`config.mk`:
```
export PLATFORM = sky130hd
export DESIGN_NAME = datagram_fragmenter
export DESIGN_NICKNAME = d
export VERILOG_FILES = /design/src/rtl/core/dgf_pkg.sv /design/src/rtl/core/datagram_fragmenter.sv /design/src/rtl/core/dgf_ctl.sv /design/src/rtl/core/dgf_emit.sv
export SDC_FILE = /design/constraint.sdc
export NUM_CORES = 1
export LEC_CHECK = 0
export CAP_MARGIN = 20
export CORE_MARGIN = 1
export CORE_UTILIZATION = 40
export CTS_CLUSTER_SIZE = 12
export DETAILED_ROUTE_END_ITERATION = 8
export DONT_BUFFER_PORTS = 1
export PLACE_DENSITY = 0.68
export SLEW_MARGIN = 25
export SYNTH_ARGS = -nofsm -noshare
export SYNTH_HDL_FRONTEND = slang
export SYNTH_HIERARCHICAL = 1
export SYNTH_SLANG_ARGS = --single-unit
```
`constraint.sdc`:
```
create_clock -name clk -period 3.7 [get_ports clk]
set_input_delay 0.185 -clock clk [delete_from_list [all_inputs] [get_ports clk]]
set_output_delay 0.185 -clock clk [all_outputs]
set_load 0.02 [all_outputs]
```
`src/rtl/core/dgf_pkg.sv`:
```
// Shared types and constants of the datagram fragmenter.
// Depends on nothing; every file of the block refers to it by scoped names.
package dgf_pkg;

	// Input item codes
	typedef enum logic [1:0] {
		ACT_BEGIN   = 2'd0,
		ACT_ID      = 2'd1,
		ACT_PAYLOAD = 2'd2
	} action_t;

	// Fragment type bytes
	localparam logic [7:0] TYPE_FIRST  = 8'h08;
	localparam logic [7:0] TYPE_MIDDLE = 8'h09;
	localparam logic [7:0] TYPE_LAST   = 8'h0a;

	// Header bytes ahead of the identifier: type, sequence low, sequence high
	localparam int HDR_FIXED = 3;
	// Identifier store depth and its address width
	localparam int ID_DEPTH  = 16;
	localparam int ID_AW     = 4;

	// Input beat
	typedef struct packed {
		logic [1:0]  action;
		logic [7:0]  value;
		logic [15:0] msg_length;
	} in_t;

	// Output beat
	typedef struct packed {
		logic [7:0] out_byte;
		logic       datagram_end;
		logic       run_last;
	} out_t;

	// One emit job: optional header, then one payload byte
	typedef struct packed {
		logic        hdr;
		logic [7:0]  frag_type;
		logic [15:0] seq;
		logic [7:0]  data;
		logic        dg_end;
	} job_t;

	// Identifier store write
	typedef struct packed {
		logic             en;
		logic [ID_AW-1:0] addr;
		logic [7:0]       data;
	} id_wr_t;

endpackage

```
`src/rtl/core/datagram_fragmenter.sv`:
```
// Datagram fragmenter top level: control stage feeding the byte emitter.
// Depends on dgf_pkg, dgf_ctl and dgf_emit.
// A payload beat passes the job register, then the output register.
// Throughput: one beat per cycle while result_stall is low; a payload beat
// that opens a fragment gives ID_LEN + 4 results and holds item_stall until
// the last of them is emitted. Reset: arst_n clears enable, message state
// and valids; the identifier store is not cleared.
module datagram_fragmenter #(
	parameter int FRAG_LEN = 512,
	parameter int ID_LEN   = 16
) (
	input  logic          clk,
	input  logic          arst_n,
	input  logic          item_valid,
	output logic          item_stall,
	input  dgf_pkg::in_t  item,
	output logic          result_valid,
	input  logic          result_stall,
	output dgf_pkg::out_t result,
	input  logic          cfg_valid,
	output logic          cfg_ready,
	input  logic          cfg_data
);

	logic            job_valid;
	logic            job_done;
	dgf_pkg::job_t   job;
	dgf_pkg::id_wr_t id_wr;

	// Register writes are always taken
	assign cfg_ready = 1'b1;

	dgf_ctl #(
		.FRAG_LEN (FRAG_LEN),
		.ID_LEN   (ID_LEN)
	) u_ctl (
		.clk        (clk),
		.arst_n     (arst_n),
		.item_valid (item_valid),
		.item_stall (item_stall),
		.item       (item),
		.cfg_valid  (cfg_valid && cfg_ready),
		.cfg_data   (cfg_data),
		.job_done   (job_done),
		.job_valid  (job_valid),
		.job        (job),
		.id_wr      (id_wr)
	);

	dgf_emit #(
		.ID_LEN (ID_LEN)
	) u_emit (
		.clk          (clk),
		.arst_n       (arst_n),
		.job_valid    (job_valid),
		.job          (job),
		.id_wr        (id_wr),
		.job_done     (job_done),
		.result_valid (result_valid),
		.result_stall (result_stall),
		.result       (result)
	);

endmodule

```
`src/rtl/core/dgf_ctl.sv`:
```
// Framing control: input handshake, message state and job register.
// Depends on dgf_pkg.
module dgf_ctl #(
	parameter int FRAG_LEN = 512,
	parameter int ID_LEN   = 16
) (
	input  logic             clk,
	input  logic             arst_n,
	input  logic             item_valid,
	output logic             item_stall,
	input  dgf_pkg::in_t     item,
	input  logic             cfg_valid,
	input  logic             cfg_data,
	input  logic             job_done,
	output logic             job_valid,
	output dgf_pkg::job_t    job,
	output dgf_pkg::id_wr_t  id_wr
);

	localparam int          FILL_W = $clog2(FRAG_LEN + 1);
	localparam int          IDW_W  = $clog2(ID_LEN + 1);
	localparam logic [16:0] TWICE  = 17'(2 * FRAG_LEN);

	logic              send_en_q;
	logic [IDW_W-1:0]  idw_q, idw_d;
	logic [15:0]       rem_q, rem_d;
	logic [FILL_W-1:0] fill_q, fill_d;
	logic [15:0]       seq_q, seq_d;
	logic              frag_q, frag_d;
	logic              job_vld_s1;
	dgf_pkg::job_t     job_s1, job_d;
	logic              job_load;
	logic              acc;
	logic [15:0]       rem_dec;
	logic [FILL_W-1:0] fill_inc;
	logic              seg_end;

	// Hold input while a job still has bytes beyond this cycle
	assign item_stall = job_vld_s1 && !job_done;
	assign acc        = item_valid && !item_stall && send_en_q;
	assign job_valid  = job_vld_s1;
	assign job        = job_s1;

	// Enable register
	always_ff @(posedge clk or negedge arst_n) begin
		if (!arst_n) begin
			send_en_q <= 1'b0;
		end else if (cfg_valid) begin
			send_en_q <= cfg_data;
		end
	end

	// Next message state for the accepted beat
	always_comb begin
		idw_d    = idw_q;
		rem_d    = rem_q;
		fill_d   = fill_q;
		seq_d    = seq_q;
		frag_d   = frag_q;
		job_load = 1'b0;
		job_d    = '0;
		id_wr    = '0;
		rem_dec  = rem_q - 16'd1;
		fill_inc = fill_q + FILL_W'(1);
		seg_end  = 1'b0;
		if (acc) begin
			case (item.action)
				dgf_pkg::ACT_BEGIN: begin
					rem_d  = item.msg_length;
					frag_d = {1'b0, item.msg_length} > TWICE;
					fill_d = '0;
					seq_d  = '0;
					idw_d  = '0;
				end
				dgf_pkg::ACT_ID: begin
					if (idw_q < IDW_W'(ID_LEN)) begin
						id_wr.en   = 1'b1;
						id_wr.addr = dgf_pkg::ID_AW'(idw_q);
						id_wr.data = item.value;
						idw_d      = idw_q + IDW_W'(1);
					end
				end
				dgf_pkg::ACT_PAYLOAD: begin
					if (rem_q != 16'd0) begin
						job_load       = 1'b1;
						job_d.hdr      = frag_q && (fill_q == '0);
						job_d.seq      = seq_q;
						job_d.data     = item.value;
						if (seq_q == 16'd0) begin
							job_d.frag_type = dgf_pkg::TYPE_FIRST;
						end else if (rem_q <= 16'(FRAG_LEN)) begin
							job_d.frag_type = dgf_pkg::TYPE_LAST;
						end else begin
							job_d.frag_type = dgf_pkg::TYPE_MIDDLE;
						end
						rem_d = rem_dec;
						if (frag_q) begin
							seg_end = (fill_inc >= FILL_W'(FRAG_LEN)) || (rem_dec == 16'd0);
							fill_d  = seg_end ? '0 : fill_inc;
							seq_d   = seg_end ? seq_q + 16'd1 : seq_q;
						end else begin
							seg_end = (rem_dec == 16'd0);
						end
						job_d.dg_end = seg_end;
						if (rem_dec == 16'd0) begin
							frag_d = 1'b0;
						end
					end
				end
				default: begin
				end
			endcase
		end
	end

	// Message state
	always_ff @(posedge clk or negedge arst_n) begin
		if (!arst_n) begin
			idw_q  <= '0;
			rem_q  <= '0;
			fill_q <= '0;
			seq_q  <= '0;
			frag_q <= 1'b0;
		end else begin
			idw_q  <= idw_d;
			rem_q  <= rem_d;
			fill_q <= fill_d;
			seq_q  <= seq_d;
			frag_q <= frag_d;
		end
	end

	// Job register: load on a payload beat while bytes remain, drop once emitted
	always_ff @(posedge clk or negedge arst_n) begin
		if (!arst_n) begin
			job_vld_s1 <= 1'b0;
		end else if (job_load) begin
			job_vld_s1 <= 1'b1;
		end else if (job_done) begin
			job_vld_s1 <= 1'b0;
		end
	end

	always_ff @(posedge clk) begin
		if (job_load) begin
			job_s1 <= job_d;
		end
	end

endmodule

```
`src/rtl/core/dgf_emit.sv`:
```
// Byte emitter: identifier store, header sequencing and output register.
// Depends on dgf_pkg.
module dgf_emit #(
	parameter int ID_LEN = 16
) (
	input  logic            clk,
	input  logic            arst_n,
	input  logic            job_valid,
	input  dgf_pkg::job_t   job,
	input  dgf_pkg::id_wr_t id_wr,
	output logic            job_done,
	output logic            result_valid,
	input  logic            result_stall,
	output dgf_pkg::out_t   result
);

	localparam int LAST_POS = ID_LEN + dgf_pkg::HDR_FIXED;
	localparam int POS_W    = $clog2(LAST_POS + 1);

	logic [7:0]       id_store [dgf_pkg::ID_DEPTH];
	logic [POS_W-1:0] pos_q;
	logic [4:0]       id_off;
	logic [7:0]       cur_byte;
	logic             cur_last;
	logic             adv;
	logic             out_vld_s2;
	dgf_pkg::out_t    out_s2;

	assign adv          = !out_vld_s2 || !result_stall;
	assign job_done     = job_valid && cur_last && adv;
	assign result_valid = out_vld_s2;
	assign result       = out_s2;

	// Identifier store writes
	always_ff @(posedge clk) begin
		if (id_wr.en) begin
			id_store[id_wr.addr] <= id_wr.data;
		end
	end

	// Pick the byte at the current job position
	always_comb begin
		id_off   = 5'(pos_q) - 5'(dgf_pkg::HDR_FIXED);
		cur_last = 1'b0;
		if (!job.hdr || pos_q == POS_W'(LAST_POS)) begin
			cur_byte = job.data;
			cur_last = 1'b1;
		end else if (pos_q == POS_W'(0)) begin
			cur_byte = job.frag_type;
		end else if (pos_q == POS_W'(1)) begin
			cur_byte = job.seq[7:0];
		end else if (pos_q == POS_W'(2)) begin
			cur_byte = job.seq[15:8];
		end else begin
			cur_byte = id_store[id_off[dgf_pkg::ID_AW-1:0]];
		end
	end

	// Advance position; restart for the next job
	always_ff @(posedge clk or negedge arst_n) begin
		if (!arst_n) begin
			pos_q <= '0;
		end else if (job_valid && adv) begin
			pos_q <= cur_last ? '0 : pos_q + POS_W'(1);
		end
	end

	// Output register
	always_ff @(posedge clk or negedge arst_n) begin
		if (!arst_n) begin
			out_vld_s2 <= 1'b0;
		end else if (adv) begin
			out_vld_s2 <= job_valid;
		end
	end

	always_ff @(posedge clk) begin
		if (adv && job_valid) begin
			out_s2.out_byte     <= cur_byte;
			out_s2.datagram_end <= cur_last && job.dg_end;
			out_s2.run_last     <= cur_last;
		end
	end

endmodule

```
After elaboration in Yosys (flattened, before gate mapping):

Memory sizes are Yosys's and may differ from the RTL's.
Cells that the tools add are included.

* input bits: 32
* bits in latches: 0
* memory bits (writable): 128
* output and inout bits: 13
* memories kept: 1
* register bits after elaboration: 100
* logic and storage cells: 108
* bits in read-only memories: 0

* $mul: 0
* equal/unequal tests: 10
* reduce and logical (&&, ||, !) cells: 32
* muxes and demuxes: 34
* shift-type cells: 0
* $lt $le $gt $ge: 4
* add/sub/neg operators: 6
* div/mod/pow operators: 0
* bitwise gates (word level): 3

Memories
* u_emit.id_store: depth 16, bits a word 8, rd ports 1, clocked after memory_dff 0, write ports 1, RTL line dgf_emit.sv:20 `logic [7:0] id_store [dgf_pkg::ID_DEPTH];`

Operator list (count)
* two-way mux 16 bit: 4
* one-hot mux 16 bit (2 select lines): 2
* two-way mux 13 bit: 3
* logical NOT 16 bit: 2
* two-way mux 8 bit: 4
* two-way mux 10 bit: 3
* one-hot mux 10 bit (2 select lines): 1
* adder 16 x 1 -> 16 bit (second input constant): 1
* > comparator 16 x 11 -> 1 bit (second input constant): 1
* <= comparator 16 x 10 -> 1 bit (second input constant): 1
* nonzero test 16 bit: 1
* subtractor 16 x 1 -> 16 bit (second input constant): 1
* two-way mux 1 bit: 11
* adder 10 x 1 -> 10 bit (second input constant): 1
* adder 5 x 1 -> 5 bit (second input constant): 2
* >= comparator 10 bit (second input constant): 1
* logical NOT 10 bit: 1
* two-way mux 5 bit: 2
* inequality test 2 x 1 -> 1 bit (second input constant): 5
* one-hot mux 5 bit (2 select lines): 1
* AND reduction 3 bit: 3
* logical AND 1 bit: 8
* AND reduction 4 bit: 2
* nonzero test 2 bit: 3
* other kinds (17): 25

Longest topological paths before layout:

Gate-level depths: netlist of the first run.

* depth after elaboration: 13
* gate-level depth with buffers: 14
* mapped depth without buffers: 10

Modules after synthesis:

The synthesis of the first run kept the hierarchy.

Modules (own cells, without submodules)
* dgf_emit: instances 1, cells each 401, area each 6243.5 µm², seq. area each 4294.1 µm²
* dgf_ctl: instances 1, cells each 476, area each 4505.6 µm², seq. area each 2122.0 µm²
* datagram_fragmenter: instances 1, cells each 2, area each 11.3 µm², seq. area each 0.0 µm²

Worst setup path after synthesis of the first run:

No wires, ideal clock.

* path kind: reg-to-reg
* start point: register u_emit.pos_q[1]
* end point: memory u_emit.id_store[0][0] (enable)
* setup time: 383 ps
* slack: -190 ps
* required time: 3317 ps
* stages on the path, launching flop included: 14
* path buffers: 3
* arrival: 3507 ps
* period minus slack after synthesis: 3890 ps
* cell sequence: dfrtp_1 -> ha_1 -> buf_2 -> nand2_1 -> o31ai_2 -> buf_2 -> and2_1 -> nor2b_1 -> nor3_1 -> and3b_1 -> clkbuf_1 -> and2_1 -> or3b_2 -> nor3_1

RTL lines
* start: declaration: RTL line dgf_emit.sv:21 `logic [POS_W-1:0] pos_q;`
* start signal: assignment: RTL line dgf_emit.sv:64 `pos_q <= cur_last ? '0 : pos_q + POS_W'(1);`
* end: declaration: RTL line dgf_emit.sv:20

==> results summary, run 1 <==
The run finished, with violations left. The final reports fail on design-rule violations. In this run the power density over the cells is 635 nW/um^2. The die is between 150 and 200 microns tall. The share of total power in sequential cells is 0.416.

The sum of routed wire length over all layers came out at 24700 microns. The total of flip-flops plus latches after synthesis came out at 223. The clock skew is 0.0119 ns. The CTS tree is built. The via count of the first global-routing pass is approximately 7200. The detailed-route wire length per cell came out at about 19 microns. After detailed routing, the number of vias per cell comes to between 5 and 6. The buffer levels on the longest clock path came out at 3. The number of clock buffers inserted by TritonCTS came out at 25.

The max-cap check violation count came out at 0. Subtracting the final worst setup slack from the clock period gives 3.43 ns. The final core area utilization came out at 0.472. The number of antenna violations at the first check in global routing is 0. The critical path data required time is 3.85 ns.

The final number of hold-violating endpoints is 0. The share of flip-flops with an asynchronous set or reset after synthesis came out at 0.251. The finished layout cell area is approximately 12000 sq um. The path class of the tightest hold or removal check is in2reg. After legalization and detailed placement, the total HPWL measured 16600 microns. The combinational share of power came out at 0.276. The synthesized area is 10800 sq um. The global-route track usage on met3 is 0.0350. The completed layout was analyzed and its total power is slightly below 8 mW. The leakage power is 4.32 nW. Synthesis produced 879 cells. The met2 usage in global routing came out at 0.285. The sequential-to-total area share from yosys stat is 0.596. The data arrival at the endpoint of the critical path came out at 3.59 ns. The clock-pin slew of the registers on the worst-case setup and hold paths came out at 0.06 ns. After global routing, the most crowded layer is met2. In this run the core area contains 59 standard-cell rows. Static timing analysis puts the maximum clock frequency at 291 MHz. Synthesis instantiated 72 different standard cells from the library. From left edge to right edge, the die measures 166 microns. The critical path class is reg2reg. The clock network fraction of total power is 0.308. The proportion of layout cells with a drive suffix above 1 came out at 0.128. The detailed router placed 7325 vias in this run. Clock latency on the worst-skew pair, taken at its later pin, is approximately 0.53 ns.

The count of nets left with antenna violations once routing finished came out at 0. The number of max-slew violations in the final report came out at 0. The actual slew at the worst max-slew pin came out at slightly below 1 ns. The number of placed instances, taps included, is 1197. The root buffer cell chosen for the clock tree is sky130_fd_sc_hd__clkbuf_16. The layout overhead on the synthesized area came out at 14.9%. Setup repair after global routing left no endpoint under its margin. The effective utilization at floorplan came out at 0.411.

The worst setup path is captured at a register. The H-tree depth is 1. The count of port buffers added during placement came out at 0. During synthesis, Yosys emitted a total of 6 warnings.

The synthesized area divided by synthesized cell count is around 12 sq um. The number of detailed-route iterations in the first pass is 7. The final count of negative-setup-slack endpoints is 0. The switching power as a share of total power is 0.333.

The flip-flop cell with the highest count after synthesis is sky130_fd_sc_hd__edfxtp_1. The internal power of the cells is 5.24 mW. The detailed router finished its first iteration with 643 violations. The area of placed instances came out at between 10000 and 15000 sq um.

Yosys mapped a number of flops with a built-in enable equal to 167. The total number of nets in the final design is 963. The count of cells in the finished layout, fillers not included, comes to roughly 1300. Counting every sink on the clock net gives 223. The number of remaining DRC errors came out at 6. In this run the count of I/O pins placed on the die edge is 45. The count of buffers added by post-CTS timing repair for setup is 0. The sort of element at the start of the critical path is a register. The worst ir drop on vdd came out at 0.000333 V. In the finished design, the share of the clock period the worst path needs comes to 0.928. The final sum of negative setup slack came out at 0 ns.

The pin count of the biggest net entering global routing came out at 73. Across every metal layer, demand over resource in global routing totals 0.181. At the end of routability-driven placement, the weighted congestion stood at 0.841. The first global-routing pass estimated 39400 microns of wire. Of all nets on the critical path, the largest fanout is 8. The worst pin sits at a relative slew slack of 0.355. The switching power of the nets is 2.62 mW.

In the global route stage, met1 resource usage came out at 0.252. The total grt overflow came out at 0. The area of the placeable core came out at 26200 sq um. The area enclosed by the die boundary came out at 27600 sq um.
-- critical path: stages (launching register included) --
cell and delay [ns]:
sky130_fd_sc_hd__dfrtp_1 0.46, sky130_fd_sc_hd__ha_1 0.22, sky130_fd_sc_hd__nand2_1 0.08, sky130_fd_sc_hd__o31ai_2 0.21, sky130_fd_sc_hd__and2_1 0.16, sky130_fd_sc_hd__nor2b_1 0.08
sky130_fd_sc_hd__nor3_1 0.17, sky130_fd_sc_hd__buf_4 0.16, sky130_fd_sc_hd__and3b_1 0.23, sky130_fd_sc_hd__buf_4 0.17, sky130_fd_sc_hd__or3b_2 0.50, sky130_fd_sc_hd__nor2_1 0.59
-- cell type report --
| class | instances | area (sq um) |
|---|---|---|
| clock buffers | 36 | 687 |
| well taps | 335 | 419 |
| fillers | 2264 | 13800 |
| inverters | 26 | 97.6 |
| multi-input cells | 577 | 4010 |
| flip-flops and latches | 223 | 6420 |
| repair buffers | 67 | 611 |
| clock inverters | 10 | 118 |
| diodes | 1 | 2.50 |
-- sequential cells by signal, indices dropped and copies added, names as in the netlist --
signal,count
u_ctl/idw_q,5
u_ctl/job,29
u_ctl/rem_q,16
u_emit/pos_q,5
u_ctl/job_valid,1
u_ctl/frag_q,1
u_ctl/seq_q,16
u_ctl/send_en_q,1
u_emit/result,10
u_emit/id_store,128
u_emit/result_valid,1
u_ctl/fill_q,10
-- power by group through the flow --
stage	clock network, mW	registers (mW)	logic [mW]
final	2.42	3.26	2.17
after global routing	2.56	3.30	2.38
after CTS	2.46	3.26	2.17
after detailed placement	0	3.30	2.11
after global placement	0	3.30	2.10
after floorplan	0	3.21	1.56
-- metal layers --
layer | up-vias | part of all wire
met5 | - | 0
met4 | 0 | 0.025
met3 | 41 | 0.069
met2 | 235 | 0.46
met1 | 3610 | 0.45
li1 | 3439 | -
-- layout by cell type, fill, tap and decap left out, types with 11 or more instances in the layout --
cell                              n
sky130_fd_sc_hd__nor2_1          64
sky130_fd_sc_hd__nor2b_1         20
sky130_fd_sc_hd__dfrtp_1         55
sky130_fd_sc_hd__and3_1          19
sky130_fd_sc_hd__ha_1            11
sky130_fd_sc_hd__a211oi_1        15
sky130_fd_sc_hd__o21ai_0         33
sky130_fd_sc_hd__nand2_1         44
sky130_fd_sc_hd__buf_4           35
sky130_fd_sc_hd__o21ai_1         11
sky130_fd_sc_hd__a21oi_1         41
sky130_fd_sc_hd__nand2b_1        20
sky130_fd_sc_hd__nor3_1          22
sky130_fd_sc_hd__edfxtp_1       167
sky130_fd_sc_hd__inv_1           25
sky130_fd_sc_hd__and2_1          35
sky130_fd_sc_hd__a2111oi_0       16
sky130_fd_sc_hd__clkbuf_16       25
sky130_fd_sc_hd__nor4_1          33
sky130_fd_sc_hd__dlygate4sd3_1   30
sky130_fd_sc_hd__mux4_2          16
sky130_fd_sc_hd__mux2i_1         23
sky130_fd_sc_hd__nand3_1         16
-- synthesized netlist by cell type (6+ instances only) --
library cell,n,area [sq um]
sky130_fd_sc_hd__and2_1,35,219
sky130_fd_sc_hd__ha_1,11,138
sky130_fd_sc_hd__o211ai_1,9,67.6
sky130_fd_sc_hd__nor4_1,33,206
sky130_fd_sc_hd__mux4_2,16,360
sky130_fd_sc_hd__o21ai_0,33,165
sky130_fd_sc_hd__nand2b_1,20,125
sky130_fd_sc_hd__xnor2_1,8,70.1
sky130_fd_sc_hd__nor3_1,24,120
sky130_fd_sc_hd__nand4_1,10,62.6
sky130_fd_sc_hd__a221o_1,9,90.1
sky130_fd_sc_hd__clkbuf_1,28,105
sky130_fd_sc_hd__mux2_2,9,101
sky130_fd_sc_hd__o21ai_1,11,55.1
sky130_fd_sc_hd__xor2_1,6,52.6
sky130_fd_sc_hd__inv_1,25,93.8
sky130_fd_sc_hd__buf_4,8,60.1
sky130_fd_sc_hd__nand2_1,44,165
sky130_fd_sc_hd__a221oi_1,8,70.1
sky130_fd_sc_hd__nor2b_1,20,125
sky130_fd_sc_hd__a21oi_1,41,205
sky130_fd_sc_hd__buf_2,15,75.1
sky130_fd_sc_hd__a211oi_1,15,113
sky130_fd_sc_hd__nor2_1,66,248
sky130_fd_sc_hd__mux2i_1,23,230
sky130_fd_sc_hd__a2111oi_0,16,140
sky130_fd_sc_hd__and3_1,19,119
sky130_fd_sc_hd__dfrtp_1,56,1400
sky130_fd_sc_hd__nand3_1,16,80.1
sky130_fd_sc_hd__edfxtp_1,167,5010
-- cells by family (layout without fill, tap and decap cells) --
family	after synthesis	after routing	share of synthesized area
other	2	7	0.000698
AND/OR/NAND/NOR	318	318	0.165
AO/OA/AOI/OAI	178	178	0.113
XOR/XNOR	14	14	0.0114
adder cells (fa/ha/maj)	11	11	0.0128
buffers and inverters	83	139	0.0349
multiplexers	50	50	0.0664
flip-flops	223	223	0.596
-- stage by stage --
stage	hold slack [ns]	setup WS [ns]
CTS	0.0125	0.241
global placement	-0.107	0.343
floorplan	-0.111	0.0102
global route	0.0520	0.00131
detailed placement	-0.108	0.279
finish	0.0343	0.265
-- worst paths after layout --
path                                        startpoint  cells past startpoint                               to  slack, ns
setup / recovery           u_emit/pos_q[1]$_DFFE_PN0P_                     11  u_emit/id_store[3][4]$_DFFE_PP_       0.27
hold / removal                                item[24]                      2       u_ctl/idw_q[0]$_DFFE_PN0P_       0.03
setup reg to reg           u_emit/pos_q[1]$_DFFE_PN0P_                     11  u_emit/id_store[3][4]$_DFFE_PP_       0.27
hold reg to reg            u_ctl/job_valid$_DFFE_PN0P_                      1  u_emit/result_valid$_DFFE_PN0N_       0.49
max in group asynchronous                       arst_n                      2       u_ctl/idw_q[4]$_DFFE_PN0P_       3.23
min in group asynchronous                       arst_n                      2      u_ctl/seq_q[10]$_DFFE_PN0P_       0.21
-- timing repair --
item | 4_1_cts | 5_1_grt
hold endpoints to repair | 94 | 0
resized for setup | 0 | 1
endpoints found under the setup margin | 0 | 8
hold buffers | 31 | 0
Note: power is estimated with default switching activity, not from simulation.
==> run 2: changes to the inputs <==
--- a/config.mk
+++ b/config.mk
@@ -6,12 +6,13 @@
 export NUM_CORES = 1
 export LEC_CHECK = 0
 export CAP_MARGIN = 20
-export CORE_MARGIN = 1
+export CELL_PAD_IN_SITES_DETAIL_PLACEMENT = 0
+export CELL_PAD_IN_SITES_GLOBAL_PLACEMENT = 1
 export CORE_UTILIZATION = 40
 export CTS_CLUSTER_SIZE = 12
 export DETAILED_ROUTE_END_ITERATION = 8
 export DONT_BUFFER_PORTS = 1
-export PLACE_DENSITY = 0.68
+export PLACE_DENSITY = 0.78
 export SLEW_MARGIN = 25
 export SYNTH_ARGS = -nofsm -noshare
 export SYNTH_HDL_FRONTEND = slang
==> run 2 against run 1 <==
  * The flow still finishes with violations (design-rule violations)
  * First-iteration DRC count decreased by 13%
  * Sequential share of layout area up 0.074 points
  * Routed wire length up 2.9%
  * Cell area is 0.14% lower
  * Total power fell by 0.77%
  * Largest cell class unchanged
==> results summary, run 2 (synthesis gave the netlist of run 1 again) <==
The flow ran to the end, but the final reports show violations. The final reports fail on design-rule violations. The effective utilization at floorplan came to 0.411 (unchanged). The internal power of the cells is 5.20 mW (-0.60%). The flip-flop count of the largest register after layout came out at 128 (unchanged). The violation count after the first detailed-route iteration is 558 (-13%).

The number of placement rows was 59 (unchanged). The max-cap check violation count is 0 (unchanged). The placer's final routability congestion estimate came out at 0.847 (+0.75%). The top-level port count is 45 (unchanged). The data arrival at the endpoint of the critical path was 3.44 ns (-0.15 ns). The number of detailed-route iterations in the first pass is 9 (+2). The finished layout cell area came out at 12300 sq um (-0.14%).

The worst slew slack as a fraction of its limit was 0.372 (+0.0171). The post-route worst setup slack is 0.480 ns (+0.215 ns). The minimum setup slack among reg-to-reg paths is 0.48 ns (+0.21 ns). The final sum of negative setup slack came to 0 ns (unchanged). The sort of element at the start of the critical path is a register. The total grt overflow came out at 0 (unchanged).

The root cell of the clock tree is sky130_fd_sc_hd__clkbuf_16. The final count of negative-setup-slack endpoints is 0 (unchanged). The area enclosed by the die boundary came out at 27600 sq um (unchanged). Setup repair after global routing left no endpoint under its margin. STA classifies the critical path endpoint as a register. The total number of vias is 7274 (-0.70%). The vias per cell came to 5.70 (-0.85%). The critical path in this run is classified as reg2reg. The number of max-slew violations in the final report was 0 (unchanged). The area of placed instances is 11200 sq um (+0.14%). The clock skew came out at 0.0187 ns (+0.00689 ns). The first-pass GRT wire length is 40800 microns (+3.6%). The critical path data required time came out at 3.92 ns (+0.07 ns). The switching power as a share of total power is 0.332 (-0.00119).

The clock-pin slew of the registers on the worst-case setup and hold paths came out at 0.06 ns (about the same). The path class of the tightest hold or removal check is in2reg. The number of cells upsized or downsized after cts was 0 (unchanged).

The final core area utilization is 0.471 (-0.000668). The clock network fraction of total power is 0.302 (-0.006). The worst ir drop on vdd is 0.000331 V (-0.74%). The hold buffer count at CTS is 31 (unchanged).

More flip-flops sit in one register than any other, and that register is u_emit/id_store. The post-detailed-placement half-perimeter wirelength is 16700 microns (+0.43%). The power density over the cells came out at 631 nW/um^2 (-0.63%). The sum of routed wire length over all layers is 25400 microns (+2.9%).

The number of clock buffers inserted by TritonCTS came to 25 (unchanged). The proportion of layout cells with a drive suffix above 1 came out at 0.128 (-0.000136). The leakage power came out at 4.32 nW (about the same). The cell at the slowest stage of the critical path is sky130_fd_sc_hd__or3b_2.

The layout filler cell count came to 2302 (+1.7%). The area of the placeable core is 26200 sq um (unchanged). Traced cell by cell, the critical path runs through nand2_1 > nand2_1 > inv_1 > and2_1 > nor2b_1 > nor3_1 > and3b_1 > and2_1 > or3b_2 > nor2_1 > buf_4. The total power is 7.79 mW (-0.77%). The largest fanout on the critical path is 14 (+6). The remaining antenna violation count after routing came out at 0 (unchanged). The buffer levels on the longest clock path came out at 3 (unchanged).

The total track usage came out at 0.188 (+0.00670). The count of buffers added by post-CTS timing repair for setup came out at 0 (unchanged). The switching power of the nets was 2.59 mW (-1.1%). The height of the die is 166 microns (unchanged). The count of port buffers added during placement was 0 (unchanged). The floorplan die width was 166 microns (unchanged). The delay of the slowest critical-path stage is 0.54 ns (-0.05 ns). The number of antenna violations at the first check in global routing came to 1 (+1).

The achievable clock frequency is 311 MHz (+6.7%). The via count of the first global-routing pass came out at 7275 (+1.5%). The post-placement cell count came out at 1199 (+0.17%). The worst setup timing slack at the placement stage came out at 0.544 ns (+0.265 ns). The final instance count without filler cells came out at 1277 (+0.16%).

The clock period minus worst slack is 3.22 ns (-0.215 ns). The source-to-sink clock delay at the later pin of the worst-skew pair was 0.52 ns (about the same). The pin count of the biggest net entering global routing is 73 (unchanged).

The layout overhead on the synthesized area came out at 14.7%. The total number of nets in the final design is 965 (+0.21%). The final period utilization came to 0.870 (-0.0580).

The share of total power in sequential cells came out at 0.418 (+0.002). The detailed-route wire length per cell came out at 19.9 microns (+2.7%). The most common library cell in the layout ignoring fill and taps is sky130_fd_sc_hd__edfxtp_1.

The number of remaining DRC errors came out at 8 (+2). The actual slew at the worst max-slew pin came out at 0.943 ns (-0.0256 ns). In the layout the commonest cells are sky130_fd_sc_hd__edfxtp_1 (167), sky130_fd_sc_hd__nor2_1 (66), sky130_fd_sc_hd__dfrtp_1 (55), sky130_fd_sc_hd__nand2_1 (44), sky130_fd_sc_hd__a21oi_1 (41). The combinational share of power is 0.279 (+0.003).

The CTS tree is built. The clock sink count came to 223 (unchanged). The final number of hold-violating endpoints came out at 0 (unchanged). The H-tree depth came out at 1 (unchanged). The final hold slack came to 0.0329 ns (-0.00138 ns).
run 2: cell types whose count changed in the layout (fill, tap and decap cells not counted), sizes merged:
cell,previous run,this run
clkbuf,36,37
diode,1,2
buf,37,39
clkinvlp,1,0
inv,28,27
run 2: final timing paths:
kind / from / endpoint / cells after the start
max reg2reg: u_emit/result_valid$_DFFE_PN0N_ / u_emit/id_store[3][4]$_DFFE_PP_ / 11
max in group asynchronous: arst_n / u_ctl/idw_q[2]$_DFFE_PN0P_ / 2
min: item[25] / u_ctl/rem_q[8]$_DFFE_PN0P_ / 2
min in group asynchronous: arst_n / u_emit/result_valid$_DFFE_PN0N_ / 2
min reg2reg: u_ctl/job_valid$_DFFE_PN0P_ / u_emit/result_valid$_DFFE_PN0N_ / 1
max: u_emit/result_valid$_DFFE_PN0N_ / u_emit/id_store[3][4]$_DFFE_PP_ / 11
run 2: power groups by stage:
stage / Combinational [mW] / Clock, mW / Sequential (mW)
after floorplan: 1.56 / 0 / 3.21
after global placement: 2.09 / 0 / 3.30
after detailed placement: 2.11 / 0 / 3.30
after CTS: 2.17 / 2.41 / 3.26
after global routing: 2.39 / 2.50 / 3.30
final: 2.17 / 2.36 / 3.26
run 2: layer usage:
| metal | up-vias | part of all wire | global-route usage |
|---|---|---|---|
| li1 | 3436 | - | - |
| met4 | 0 | 0.024 | 0.0549 |
| met5 | - | 0 | 0 |
| met3 | 37 | 0.070 | 0.0417 |
| met1 | 3576 | 0.44 | 0.256 |
| met2 | 225 | 0.47 | 0.301 |
run 2: cell type report:
type / count / area (sq um) / share of cell area
Timing Repair Buffer: 69 / 613 / 0.0497
Clock buffer: 37 / 681 / 0.0552
Inverter: 26 / 97.6 / 0.00791
Clock inverter: 8 / 91.3 / 0.00740
Tap cell: 335 / 419 / 0.0340
Sequential cell: 223 / 6420 / 0.520
Antenna cell: 2 / 5.00 / 0.000406
Multi-Input combinational cell: 577 / 4020 / 0.326
run 2: critical path: cells and delay by family, from the launching register on:
kind	cells	cell delay, ns
buffers and inverters	2	0.26
AND/OR/NAND/NOR	9	2.20
flip-flops	1	0.46
